## config.mk

```make
export PLATFORM = sky130hd
export DESIGN_NAME = nmea_position_parser_core_flat
export DESIGN_NICKNAME = d
export VERILOG_FILES = /design/src/rtl/core/npp_pkg.sv /design/src/rtl/core/npp_if.sv /design/src/rtl/core/npp_front.sv /design/src/rtl/core/npp_fifo.sv /design/src/rtl/core/npp_conv.sv /design/src/rtl/core/nmea_position_parser_core.sv /design/src/flat_wrapper.sv
export SDC_FILE = /design/constraint.sdc
export NUM_CORES = 2
export LEC_CHECK = 0
export ABC_AREA = 1
export BUFFER_PORTS_ARGS = -buffer_cell sky130_fd_sc_hd__buf_2
export CORE_ASPECT_RATIO = 1.2
export CORE_MARGIN = 1
export CORE_UTILIZATION = 55
export CTS_CLUSTER_SIZE = 28
export DETAILED_ROUTE_END_ITERATION = 8
export HOLD_SLACK_MARGIN = 0.1
export PLACE_DENSITY = 0.67
export SLEW_MARGIN = 10
export SYNTH_ARGS = -nofsm -noshare
export SYNTH_HDL_FRONTEND = slang
export SYNTH_HIERARCHICAL = 1
export SYNTH_SLANG_ARGS = --single-unit
```

## constraint.sdc

```tcl
create_clock -name clk -period 10.6 [get_ports clk]
set_input_delay 0.53 -clock clk [delete_from_list [all_inputs] [get_ports clk]]
set_output_delay 0.53 -clock clk [all_outputs]
set_load 0.005 [all_outputs]
```

## src/rtl/core/npp_pkg.sv

```systemverilog
`timescale 1ns / 1ps
// Shared constants, codes and tables for the NMEA position parser.
package npp_pkg;

	localparam int LAT_W   = 31;
	localparam int LON_W   = 32;
	localparam int CHAR_W  = 8;
	localparam int WHOLE_W = 20;
	localparam int DIG_W   = 3;
	localparam int LEN_W   = 4;
	localparam int FLD_W   = 3;
	localparam int PFX_W   = 3;
	localparam int PH_W    = 2;
	localparam int DEG_W   = 14;
	localparam int P10_W   = 24;
	localparam int M60_W   = 30;
	localparam int X15_W   = M60_W - 2;
	localparam int Q_W     = 25;
	localparam int DEGS_W  = 38;

	localparam logic [WHOLE_W-1:0] WHOLE_MAX = '1;
	localparam int unsigned LAT_LIMIT = 900000000;
	localparam int unsigned LON_LIMIT = 1800000000;
	localparam int unsigned DEG_SCALE = 10000000;

	// floor(x/25) for x < 2^18 is (x*RECIP25) >> 23
	localparam logic [18:0] RECIP25   = 19'd335545;
	localparam int          RECIP25_SH = 23;
	// floor(x/15) for x < 2^28 is (x*RECIP15) >> 32
	localparam logic [28:0] RECIP15   = 29'd286331154;
	localparam int          RECIP15_SH = 32;

	localparam logic [CHAR_W-1:0] CH_LF    = 8'h0A;
	localparam logic [CHAR_W-1:0] CH_CR    = 8'h0D;
	localparam logic [CHAR_W-1:0] CH_COMMA = 8'h2C;
	localparam logic [CHAR_W-1:0] CH_DOT   = 8'h2E;
	localparam logic [CHAR_W-1:0] CH_ZERO  = 8'h30;
	localparam logic [CHAR_W-1:0] CH_NINE  = 8'h39;
	localparam logic [CHAR_W-1:0] CH_S     = 8'h53;
	localparam logic [CHAR_W-1:0] CH_W     = 8'h57;

	localparam logic [PFX_W-1:0] PFX_LEN = 3'd6;
	localparam logic [FLD_W-1:0] FLD_MAX = 3'd7;
	localparam logic [FLD_W-1:0] LAT_FLD_GGA = 3'd2;
	localparam logic [FLD_W-1:0] LAT_FLD_RMC = 3'd3;

	localparam logic [PH_W-1:0] PH_WHOLE = 2'd0;
	localparam logic [PH_W-1:0] PH_FRAC  = 2'd1;
	localparam logic [PH_W-1:0] PH_STOP  = 2'd2;

	localparam logic KIND_GGA = 1'b0;
	localparam logic KIND_RMC = 1'b1;

	function automatic logic [CHAR_W-1:0] pfx_char(input logic kind,
		input logic [PFX_W-1:0] pos);
		logic [CHAR_W-1:0] r;
		unique case (pos)
			3'd0: r = 8'h24;
			3'd1: r = 8'h47;
			3'd2: r = 8'h50;
			3'd3: r = (kind == KIND_RMC) ? 8'h52 : 8'h47;
			3'd4: r = (kind == KIND_RMC) ? 8'h4D : 8'h47;
			3'd5: r = (kind == KIND_RMC) ? 8'h43 : 8'h41;
			default: r = 8'h00;
		endcase
		return r;
	endfunction

	function automatic logic [P10_W-1:0] pow10(input logic [DIG_W-1:0] n);
		logic [P10_W-1:0] r;
		unique case (n)
			3'd0: r = 24'd1;
			3'd1: r = 24'd10;
			3'd2: r = 24'd100;
			3'd3: r = 24'd1000;
			3'd4: r = 24'd10000;
			3'd5: r = 24'd100000;
			3'd6: r = 24'd1000000;
			3'd7: r = 24'd10000000;
		endcase
		return r;
	endfunction

endpackage

```

## src/rtl/core/npp_if.sv

```systemverilog
`timescale 1ns / 1ps
// Valid/ready channel interfaces for characters in and position fixes out.
interface npp_char_if;
	logic                      valid;
	logic                      ready;
	logic [npp_pkg::CHAR_W-1:0] char_in;
	modport source (output valid, output char_in, input ready);
	modport sink (input valid, input char_in, output ready);
endinterface

interface npp_pos_if;
	logic                            valid;
	logic                            ready;
	logic signed [npp_pkg::LAT_W-1:0] latitude;
	logic signed [npp_pkg::LON_W-1:0] longitude;
	logic                            sentence_kind;
	modport source (output valid, output latitude, output longitude, output sentence_kind,
		input ready);
	modport sink (input valid, input latitude, input longitude, input sentence_kind,
		output ready);
endinterface

```

## src/rtl/core/npp_front.sv

```systemverilog
`timescale 1ns / 1ps
// Front end: per-character sentence parser that emits one line record per valid line.
module npp_front #(
	parameter int FRACTION_DIGITS = 5,
	parameter int LAT_MAX_CHARS   = 10,
	parameter int LON_MAX_CHARS   = 11,
	parameter int FRAC_W          = 17,
	parameter int REC_W           = 83
) (
	input  logic             clk,
	input  logic             arst_n,
	npp_char_if.sink         chars,
	input  logic             full,
	output logic             push,
	output logic [REC_W-1:0] rec
);
	import npp_pkg::*;

	typedef struct packed {
		logic [WHOLE_W-1:0] whole;
		logic [FRAC_W-1:0]  frac;
		logic [DIG_W-1:0]   fdig;
		logic [PH_W-1:0]    phase;
		logic [LEN_W-1:0]   len;
		logic               neg;
	} coord_t;

	function automatic coord_t feed(input coord_t c, input logic [CHAR_W-1:0] ch);
		coord_t              r;
		logic                is_dig;
		logic [WHOLE_W+3:0]  v;
		logic [FRAC_W+3:0]   f;
		r = c;
		is_dig = (ch >= CH_ZERO) && (ch <= CH_NINE);
		v = {4'b0, c.whole} * (WHOLE_W+4)'(10) + (WHOLE_W+4)'(ch[3:0]);
		f = {4'b0, c.frac} * (FRAC_W+4)'(10) + (FRAC_W+4)'(ch[3:0]);
		unique case (c.phase)
			PH_WHOLE: begin
				if (is_dig) begin
					r.whole = (v > (WHOLE_W+4)'(WHOLE_MAX)) ? WHOLE_MAX : v[WHOLE_W-1:0];
				end else if (ch == CH_DOT) begin
					r.phase = PH_FRAC;
				end else begin
					r.phase = PH_STOP;
				end
			end
			PH_FRAC: begin
				if (is_dig) begin
					if (c.fdig < DIG_W'(FRACTION_DIGITS)) begin
						r.frac = f[FRAC_W-1:0];
						r.fdig = c.fdig + 1'b1;
					end
				end else begin
					r.phase = PH_STOP;
				end
			end
			default: ;
		endcase
		return r;
	endfunction

	logic [PFX_W-1:0] pfx_q, pfx_nxt;
	logic             gga_q, gga_nxt, rmc_q, rmc_nxt;
	logic [FLD_W-1:0] fld_q, fld_nxt, base;
	coord_t           lat_q, lat_nxt, lon_q, lon_nxt;
	logic [CHAR_W-1:0] ch;
	logic             acc, line_ok;

	assign ch    = chars.char_in;
	assign chars.ready = !full;
	assign acc   = chars.valid && !full;

	assign line_ok = (pfx_q == PFX_LEN) && (gga_q || rmc_q) &&
		(lat_q.len != '0) && (lon_q.len != '0);
	assign push = acc && (ch == CH_LF) && line_ok;
	assign rec  = {rmc_q, lon_q.neg, lon_q.fdig, lon_q.frac, lon_q.whole,
		lat_q.neg, lat_q.fdig, lat_q.frac, lat_q.whole};

	always_comb begin
		pfx_nxt = pfx_q;
		gga_nxt = gga_q;
		rmc_nxt = rmc_q;
		fld_nxt = fld_q;
		lat_nxt = lat_q;
		lon_nxt = lon_q;
		if (pfx_q < PFX_LEN) begin
			if (ch != pfx_char(KIND_GGA, pfx_q)) gga_nxt = 1'b0;
			if (ch != pfx_char(KIND_RMC, pfx_q)) rmc_nxt = 1'b0;
			pfx_nxt = pfx_q + 1'b1;
		end
		base = rmc_nxt ? LAT_FLD_RMC : LAT_FLD_GGA;
		if (ch == CH_COMMA) begin
			if (fld_q != FLD_MAX) fld_nxt = fld_q + 1'b1;
		end else if (fld_q == base) begin
			if (lat_q.len < LEN_W'(LAT_MAX_CHARS)) begin
				lat_nxt = feed(lat_q, ch);
				lat_nxt.len = lat_q.len + 1'b1;
			end
		end else if (fld_q == base + 3'd1) begin
			lat_nxt.neg = (ch == CH_S);
		end else if (fld_q == base + 3'd2) begin
			if (lon_q.len < LEN_W'(LON_MAX_CHARS)) begin
				lon_nxt = feed(lon_q, ch);
				lon_nxt.len = lon_q.len + 1'b1;
			end
		end else if (fld_q == base + 3'd3) begin
			lon_nxt.neg = (ch == CH_W);
		end
	end

	always_ff @(posedge clk or negedge arst_n) begin
		if (!arst_n) begin
			pfx_q <= '0;
			gga_q <= 1'b1;
			rmc_q <= 1'b1;
			fld_q <= '0;
			lat_q <= '0;
			lon_q <= '0;
		end else if (acc && (ch != CH_CR)) begin
			if (ch == CH_LF) begin
				pfx_q <= '0;
				gga_q <= 1'b1;
				rmc_q <= 1'b1;
				fld_q <= '0;
				lat_q <= '0;
				lon_q <= '0;
			end else begin
				pfx_q <= pfx_nxt;
				gga_q <= gga_nxt;
				rmc_q <= rmc_nxt;
				fld_q <= fld_nxt;
				lat_q <= lat_nxt;
				lon_q <= lon_nxt;
			end
		end
	end

endmodule

```

## src/rtl/core/npp_fifo.sv

```systemverilog
`timescale 1ns / 1ps
// Small line-record queue between the parser and the converter.
module npp_fifo #(
	parameter int WIDTH = 83,
	parameter int DEPTH = 4
) (
	input  logic             clk,
	input  logic             arst_n,
	input  logic             push,
	input  logic [WIDTH-1:0] wdata,
	input  logic             pop,
	output logic [WIDTH-1:0] rdata,
	output logic             full,
	output logic             empty
);
	localparam int PTR_W = (DEPTH > 1) ? $clog2(DEPTH) : 1;
	localparam int CNT_W = $clog2(DEPTH + 1);

	logic [WIDTH-1:0] mem [DEPTH];
	logic [PTR_W-1:0] wr_q, rd_q;
	logic [CNT_W-1:0] cnt_q;

	assign full  = (cnt_q == CNT_W'(DEPTH));
	assign empty = (cnt_q == '0);
	assign rdata = mem[rd_q];

	always_ff @(posedge clk) begin
		if (push) mem[wr_q] <= wdata;
	end

	always_ff @(posedge clk or negedge arst_n) begin
		if (!arst_n) begin
			wr_q  <= '0;
			rd_q  <= '0;
			cnt_q <= '0;
		end else begin
			if (push) wr_q <= (wr_q == PTR_W'(DEPTH - 1)) ? '0 : wr_q + 1'b1;
			if (pop) rd_q <= (rd_q == PTR_W'(DEPTH - 1)) ? '0 : rd_q + 1'b1;
			if (push && !pop) cnt_q <= cnt_q + 1'b1;
			else if (pop && !push) cnt_q <= cnt_q - 1'b1;
		end
	end

endmodule

```

## src/rtl/core/npp_conv.sv

```systemverilog
`timescale 1ns / 1ps
// Four-stage ddmm.mmmm to 1e-7 degree converter for one coordinate.
module npp_conv #(
	parameter int          FRACTION_DIGITS = 5,
	parameter int          FRAC_W          = 17,
	parameter int          OUT_W           = 31,
	parameter int unsigned LIMIT           = 900000000
) (
	input  logic                         clk,
	input  logic                         en,
	input  logic [npp_pkg::WHOLE_W-1:0]  whole,
	input  logic [FRAC_W-1:0]            frac,
	input  logic [npp_pkg::DIG_W-1:0]    fdig,
	input  logic                         neg,
	output logic signed [OUT_W-1:0]      mag
);
	import npp_pkg::*;

	localparam int PSCALE = 10 ** FRACTION_DIGITS;
	localparam int SCALE  = 10 ** (7 - FRACTION_DIGITS);
	localparam int MINS_W = $clog2(100 * PSCALE);

	logic [WHOLE_W+18:0]     deg_prod;
	logic [FRAC_W+P10_W-1:0] sfrac_prod;
	logic [DEG_W-1:0]        deg_s1, deg_s2;
	logic [WHOLE_W-1:0]      whole_s1;
	logic [FRAC_W-1:0]       sfrac_s1;
	logic                    neg_s1, neg_s2, neg_s3;

	logic [WHOLE_W-1:0]      rem_full;
	logic [MINS_W-1:0]       mins;
	logic [M60_W-1:0]        m60;
	logic [X15_W-1:0]        x_s2;

	logic [X15_W+28:0]       q_prod;
	logic [Q_W-1:0]          q_s3;
	logic [DEGS_W-1:0]       degs_s3;

	logic [DEGS_W-1:0]       sum;
	logic [OUT_W-1:0]        mag_c;

	// whole / 100 as (whole / 4) / 25
	assign deg_prod   = (WHOLE_W+19)'(whole[WHOLE_W-1:2]) * (WHOLE_W+19)'(RECIP25);
	assign sfrac_prod = (FRAC_W+P10_W)'(frac) *
		(FRAC_W+P10_W)'(pow10(DIG_W'(FRACTION_DIGITS) - fdig));

	assign rem_full = whole_s1 - WHOLE_W'(deg_s1) * WHOLE_W'(100);
	assign mins     = MINS_W'(rem_full[6:0]) * MINS_W'(PSCALE) + MINS_W'(sfrac_s1);
	assign m60      = M60_W'(mins) * M60_W'(SCALE);

	// minutes / 60 as (m / 4) / 15
	assign q_prod = (X15_W+29)'(x_s2) * (X15_W+29)'(RECIP15);

	assign sum   = degs_s3 + DEGS_W'(q_s3);
	assign mag_c = (sum > DEGS_W'(LIMIT)) ? OUT_W'(LIMIT) : sum[OUT_W-1:0];

	always_ff @(posedge clk) begin
		if (en) begin
			deg_s1   <= deg_prod[RECIP25_SH +: DEG_W];
			whole_s1 <= whole;
			sfrac_s1 <= sfrac_prod[FRAC_W-1:0];
			neg_s1   <= neg;

			x_s2     <= m60[M60_W-1:2];
			deg_s2   <= deg_s1;
			neg_s2   <= neg_s1;

			q_s3     <= q_prod[RECIP15_SH +: Q_W];
			degs_s3  <= DEGS_W'(deg_s2) * DEGS_W'(DEG_SCALE);
			neg_s3   <= neg_s2;

			mag      <= neg_s3 ? -mag_c : mag_c;
		end
	end

endmodule

```

## src/rtl/core/nmea_position_parser_core.sv

```systemverilog
`timescale 1ns / 1ps
// Top level of the NMEA GGA/RMC position parser: parser, record queue, converters.
//
//  channel  dir  modport          payload
//  chars    in   npp_char_if.sink char_in[7:0]
//  fixes    out  npp_pos_if.source latitude[30:0], longitude[31:0], sentence_kind
//
// One character per cycle; chars.ready drops only while the record queue is full.
// At the earliest, a fix follows the newline beat through the queue pop and the
// four converter stages, the last being the output register.
// Output stalls freeze the whole converter pipe; the queue absorbs QUEUE_DEPTH lines.
// Reset returns the parser to the start of a line and empties queue and pipe.
module nmea_position_parser_core #(
	parameter int FRACTION_DIGITS = 5,
	parameter int LAT_MAX_CHARS   = 10,
	parameter int LON_MAX_CHARS   = 11,
	parameter int QUEUE_DEPTH     = 4
) (
	input  logic       clk,
	input  logic       arst_n,
	npp_char_if.sink   chars,
	npp_pos_if.source  fixes
);
	import npp_pkg::*;

	localparam int FRAC_W  = $clog2(10 ** FRACTION_DIGITS);
	localparam int COORD_W = WHOLE_W + FRAC_W + DIG_W + 1;
	localparam int REC_W   = 2 * COORD_W + 1;
	localparam int FRAC_LO = WHOLE_W;
	localparam int DIG_LO  = WHOLE_W + FRAC_W;
	localparam int NEG_B   = WHOLE_W + FRAC_W + DIG_W;

	logic             push, pop, full, empty, adv;
	logic [REC_W-1:0] rec_in, rec_out;
	logic [COORD_W-1:0] lat_rec, lon_rec;
	logic             v_s1, v_s2, v_s3, out_v_q;
	logic             kind_s1, kind_s2, kind_s3, kind_s4;

	npp_front #(
		.FRACTION_DIGITS (FRACTION_DIGITS),
		.LAT_MAX_CHARS   (LAT_MAX_CHARS),
		.LON_MAX_CHARS   (LON_MAX_CHARS),
		.FRAC_W          (FRAC_W),
		.REC_W           (REC_W)
	) u_front (
		.clk    (clk),
		.arst_n (arst_n),
		.chars  (chars),
		.full   (full),
		.push   (push),
		.rec    (rec_in)
	);

	npp_fifo #(
		.WIDTH (REC_W),
		.DEPTH (QUEUE_DEPTH)
	) u_fifo (
		.clk    (clk),
		.arst_n (arst_n),
		.push   (push),
		.wdata  (rec_in),
		.pop    (pop),
		.rdata  (rec_out),
		.full   (full),
		.empty  (empty)
	);

	assign adv = !out_v_q || fixes.ready;
	assign pop = adv && !empty;

	assign lat_rec = rec_out[COORD_W-1:0];
	assign lon_rec = rec_out[2*COORD_W-1:COORD_W];

	npp_conv #(
		.FRACTION_DIGITS (FRACTION_DIGITS),
		.FRAC_W          (FRAC_W),
		.OUT_W           (LAT_W),
		.LIMIT           (LAT_LIMIT)
	) u_lat (
		.clk   (clk),
		.en    (adv),
		.whole (lat_rec[WHOLE_W-1:0]),
		.frac  (lat_rec[FRAC_LO +: FRAC_W]),
		.fdig  (lat_rec[DIG_LO +: DIG_W]),
		.neg   (lat_rec[NEG_B]),
		.mag   (fixes.latitude)
	);

	npp_conv #(
		.FRACTION_DIGITS (FRACTION_DIGITS),
		.FRAC_W          (FRAC_W),
		.OUT_W           (LON_W),
		.LIMIT           (LON_LIMIT)
	) u_lon (
		.clk   (clk),
		.en    (adv),
		.whole (lon_rec[WHOLE_W-1:0]),
		.frac  (lon_rec[FRAC_LO +: FRAC_W]),
		.fdig  (lon_rec[DIG_LO +: DIG_W]),
		.neg   (lon_rec[NEG_B]),
		.mag   (fixes.longitude)
	);

	always_ff @(posedge clk or negedge arst_n) begin
		if (!arst_n) begin
			v_s1    <= 1'b0;
			v_s2    <= 1'b0;
			v_s3    <= 1'b0;
			out_v_q <= 1'b0;
		end else if (adv) begin
			v_s1    <= pop;
			v_s2    <= v_s1;
			v_s3    <= v_s2;
			out_v_q <= v_s3;
		end
	end

	always_ff @(posedge clk) begin
		if (adv) begin
			kind_s1 <= rec_out[REC_W-1];
			kind_s2 <= kind_s1;
			kind_s3 <= kind_s2;
			kind_s4 <= kind_s3;
		end
	end

	assign fixes.valid         = out_v_q;
	assign fixes.sentence_kind = kind_s4;

endmodule

```

## src/flat_wrapper.sv

```systemverilog
// flat-port wrapper written by rule: the top's interface ports become plain ports
module nmea_position_parser_core_flat import npp_pkg::*;
#(
	parameter int FRACTION_DIGITS = 5,
	parameter int LAT_MAX_CHARS   = 10,
	parameter int LON_MAX_CHARS   = 11,
	parameter int QUEUE_DEPTH     = 4
)
  (clk, arst_n, chars_valid, chars_char_in, chars_ready, fixes_valid, fixes_latitude, fixes_longitude, fixes_sentence_kind, fixes_ready);
  npp_char_if chars_i ();
  npp_pos_if fixes_i ();
  input  logic clk;
  input  logic arst_n;
  input wire logic [$bits(chars_i.valid)-1:0] chars_valid;
  input wire logic [$bits(chars_i.char_in)-1:0] chars_char_in;
  output wire logic [$bits(chars_i.ready)-1:0] chars_ready;
  output wire logic [$bits(fixes_i.valid)-1:0] fixes_valid;
  output wire logic [$bits(fixes_i.latitude)-1:0] fixes_latitude;
  output wire logic [$bits(fixes_i.longitude)-1:0] fixes_longitude;
  output wire logic [$bits(fixes_i.sentence_kind)-1:0] fixes_sentence_kind;
  input wire logic [$bits(fixes_i.ready)-1:0] fixes_ready;
  assign chars_i.valid = chars_valid;
  assign chars_i.char_in = chars_char_in;
  assign chars_ready = chars_i.ready;
  assign fixes_valid = fixes_i.valid;
  assign fixes_latitude = fixes_i.latitude;
  assign fixes_longitude = fixes_i.longitude;
  assign fixes_sentence_kind = fixes_i.sentence_kind;
  assign fixes_i.ready = fixes_ready;
  nmea_position_parser_core #(.FRACTION_DIGITS(FRACTION_DIGITS), .LAT_MAX_CHARS(LAT_MAX_CHARS), .LON_MAX_CHARS(LON_MAX_CHARS), .QUEUE_DEPTH(QUEUE_DEPTH)) u_core (.clk(clk), .arst_n(arst_n), .chars(chars_i), .fixes(fixes_i));
endmodule
```

==> results.tsv <==
stage	metric	value	unit
route	route.detailed.drc	0	
worst_setup_path	start_kind	flop	
synthesis	synth_cells	10994	
floorplan	die_area	0.177	mm^2
synthesis	syn-cell-area	0.0966	mm^2
cts	tritoncts	done	
worst_setup_path	crit_top_cell	ha_1	
route	ant_nets	0	
synthesis	synth-edff-count	677	
cts	clk-insertion-delay-late	730	ps
cells_and_area	areaGrowthSynthToFinish	5.20	%
grt	grt_pass1_vias	72351	
cells_and_area	drive_gt1_share	5.56	%
floorplan	dieHeight	461	um
synthesis	yosysWarnings	6	
route	dr.pass1.iters	6	
cts	cts.sink_count	790	
timing	worst_hold_slack	304	ps
worst_setup_path	cp_max_fo	4	
timing	clock_skew	58.1	ps
cts	cts_root_buffer	clkbuf_16	
cts	cts_resized	0	
floorplan	start_util	55.3	%
cts	clkTransAtPathRegs	60	ps
run	maxCapViolations	0	
synthesis	ys_ff_latch	790	
cells_and_area	fillCellCount	15620	
synthesis	async_reset_ff_share	14.3	%
cts	clockBufferDepth	3	
floorplan	core_area	0.174	mm^2
timing	fin_setup_tns	0	ps
synthesis	synth_seq_area_share	24.0	%
cts	cts_buffers	88	
min_path	worstHoldPathType	in2reg	
cells_and_area	final_nets	13395	
timing	setup_viol	0	
timing	slew_violations	0	
floorplan	rows	168	
place	port_buffers	77	
timing	layout_min_cycle_time	8620	ps
timing	fmax	116	MHz
route	routedWlPerCell	16.7	um
grt	overflow	0	
timing	min_period_over_period	81.3	%
route	postRouteWirelength	223000	um
cts	post-cts-setup-buffers	0	
place	hpwl	184000	um
route	routed_via_density	5.27	
timing	maxSlewHeadroom	26.0	%
synthesis	synth_cell_types	76	
grt	grt_pass1_wl	367000	um
grt	grt_usage	25.6	%
worst_setup_path	critPathTopFamily	adder cells	
worst_setup_path	cp.buffers_inverters	5	
route	num_vias	70409	
worst_setup_path	cp-end-kind	flop	
synthesis	syn_avg_cell_area	8.78	um^2
worst_setup_path	critPathKind	reg2reg	
place	place.gp.congestion	0.956	
worst_setup_path	critPathSlowestCell	fa_1	
timing	rsz0062_at_grt	false	
grt	antenna_found_initial	2	
timing	hold_violations	0	
timing	max_slew.worst_pin.slew	1110	ps
status	status	finished clean	
synthesis	syn_nets	13412	
cells_and_area	fin_util	58.2	%
worst_setup_path	crit_required	11030	ps
floorplan	io-pin-count	78	
cts	cts_max_level	3	
synthesis	synth-main-ff-cell	edfxtp_1	
route	drt_iter0_markers	3670	
floorplan	die_x	385	um
worst_setup_path	arrival	9050	ps
grt	grt_max_degree	188	
worst_setup_path	slowest_delay	500	ps
-- cell usage after synthesis, drive strengths merged, types with 16 or more instances --
cell	count	area share [%]
inv	2455	9.5
nand2	2217	8.8
ha	1587	21
fa	819	17
nor2	683	2.8
edfxtp	677	21
a21oi	451	2.4
nand3	401	2.2
xor2	324	3.0
o21ai	267	1.4
o211ai	185	2.2
buf	180	1.5
xnor2	142	1.3
nand4	117	0.81
dfrtp	111	2.9
nor3	77	0.40
a31oi	45	0.29
o21bai	33	0.26
clkbuf	27	0.10
nand3b	27	0.21
o21a	19	0.15
a21boi	16	0.13
-- flip-flops by register name, indices dropped and copies added, names as in the netlist, 7 cells and up --
| signal | count |
|---|---|
| u_core/u_fifo/mem | 332 |
| u_core/u_front/rec | 82 |
| u_core/u_lat/deg_s1 | 14 |
| u_core/u_lat/deg_s2 | 14 |
| u_core/u_lat/degs_s3 | 31 |
| u_core/u_lat/mag | 31 |
| u_core/u_lat/q_s3 | 25 |
| u_core/u_lat/sfrac_s1 | 17 |
| u_core/u_lat/whole_s1 | 7 |
| u_core/u_lat/x_s2 | 28 |
| u_core/u_lon/deg_s1 | 14 |
| u_core/u_lon/deg_s2 | 14 |
| u_core/u_lon/degs_s3 | 31 |
| u_core/u_lon/mag | 32 |
| u_core/u_lon/q_s3 | 25 |
| u_core/u_lon/sfrac_s1 | 17 |
| u_core/u_lon/whole_s1 | 7 |
| u_core/u_lon/x_s2 | 28 |
-- layout by cell type, fill, tap and decap left out, types with 71 or more instances in the layout --
| cell type | count |
|---|---|
| nor2_1 | 632 |
| clkbuf_16 | 89 |
| a21oi_1 | 447 |
| nand2_2 | 71 |
| o211ai_2 | 147 |
| nand2_1 | 2143 |
| o21ai_0 | 240 |
| xor2_1 | 320 |
| buf_2 | 76 |
| fa_1 | 819 |
| ha_1 | 1587 |
| inv_1 | 2417 |
| xnor2_1 | 140 |
| nand3_1 | 376 |
| nand4_1 | 111 |
| edfxtp_1 | 677 |
| nor3_1 | 76 |
| dfrtp_1 | 110 |
-- layout make-up --
cell class / instances / area (um^2) / area share (%)
antenna: 1 / 2.50 / 0.00246
clock buffer: 111 / 2390 / 2.35
clock inverter: 54 / 656 / 0.645
inverter: 2462 / 9260 / 9.12
multi-input combinational: 7535 / 62700 / 61.7
sequential: 790 / 23200 / 22.8
tap: 2295 / 2870 / 2.83
timing repair buffer: 100 / 578 / 0.569
-- timing repair --
| item | 4_1_cts | 5_1_grt |
|---|---|---|
| hold endpoints to repair | 46 | 0 |
| hold buffers | 2 | 0 |
| endpoints found under the setup margin | 0 | 0 |
-- path summary, 6_finish.rpt --
| check | startpoint | cells after the start | end | slack (ps) |
|---|---|---|---|---|
| min in group asynchronous | arst_n | 2 | u_core/u_front/rec[33]$_DFFE_PN0P_ | 390 |
| max in group asynchronous | arst_n | 3 | u_core/u_fifo/rd_q[1]$_DFFE_PN0P_ | 8700 |
| min | chars_char_in[7] | 6 | u_core/u_front/rec[81]$_DFFE_PN0P_ | 300 |
| max reg2reg | u_core/u_lat/deg_s1[0]$_DFFE_PP_ | 39 | u_core/u_lat/x_s2[26]$_DFFE_PP_ | 1980 |
| min reg2reg | u_core/u_lat/deg_s1[13]$_DFFE_PP_ | 0 | u_core/u_lat/deg_s2[13]$_DFFE_PP_ | 410 |
| max | u_core/u_lat/deg_s1[0]$_DFFE_PP_ | 39 | u_core/u_lat/x_s2[26]$_DFFE_PP_ | 1980 |
-- per-stage QoR --
step                      cells  setup slack [ps]  area [um^2]
after CTS                 13347              1890       102000
after global routing      13347              1230       102000
after floorplan           10994              2780        96600
after global placement    13180              2080        98500
after detailed placement  13180              1950        98500
final                     13348              1980       102000
-- routing by layer --
metal,wire (um),vias to the layer above,global-route usage (%)
met1,97300,33855,32.4
met5,13,-,0
li1,-,35036,-
met3,7020,309,2.07
met4,5370,2,6.83
met2,113000,1207,46.6
-- worst min-delay path: cells and delay by family --
kind / cells / cell delay [ps]
buffers and inverters: 2 / 150
AND/OR/NAND/NOR: 3 / 190
AO/OA/AOI/OAI: 1 / 70
-- cell families after synthesis --
group                      synth area share (%)
buffers and inverters                      11.1
xor gates and xnor gates                   4.27
muxes                                    0.0104
AOI/OAI and AO/OA                          7.44
DFF                                        24.0
adders and majority gates                  37.5
and+or+nand+nor                            15.6
Power is not shown: default switching activity piles up to over one toggle a cycle in this logic, so the estimate is an artifact.
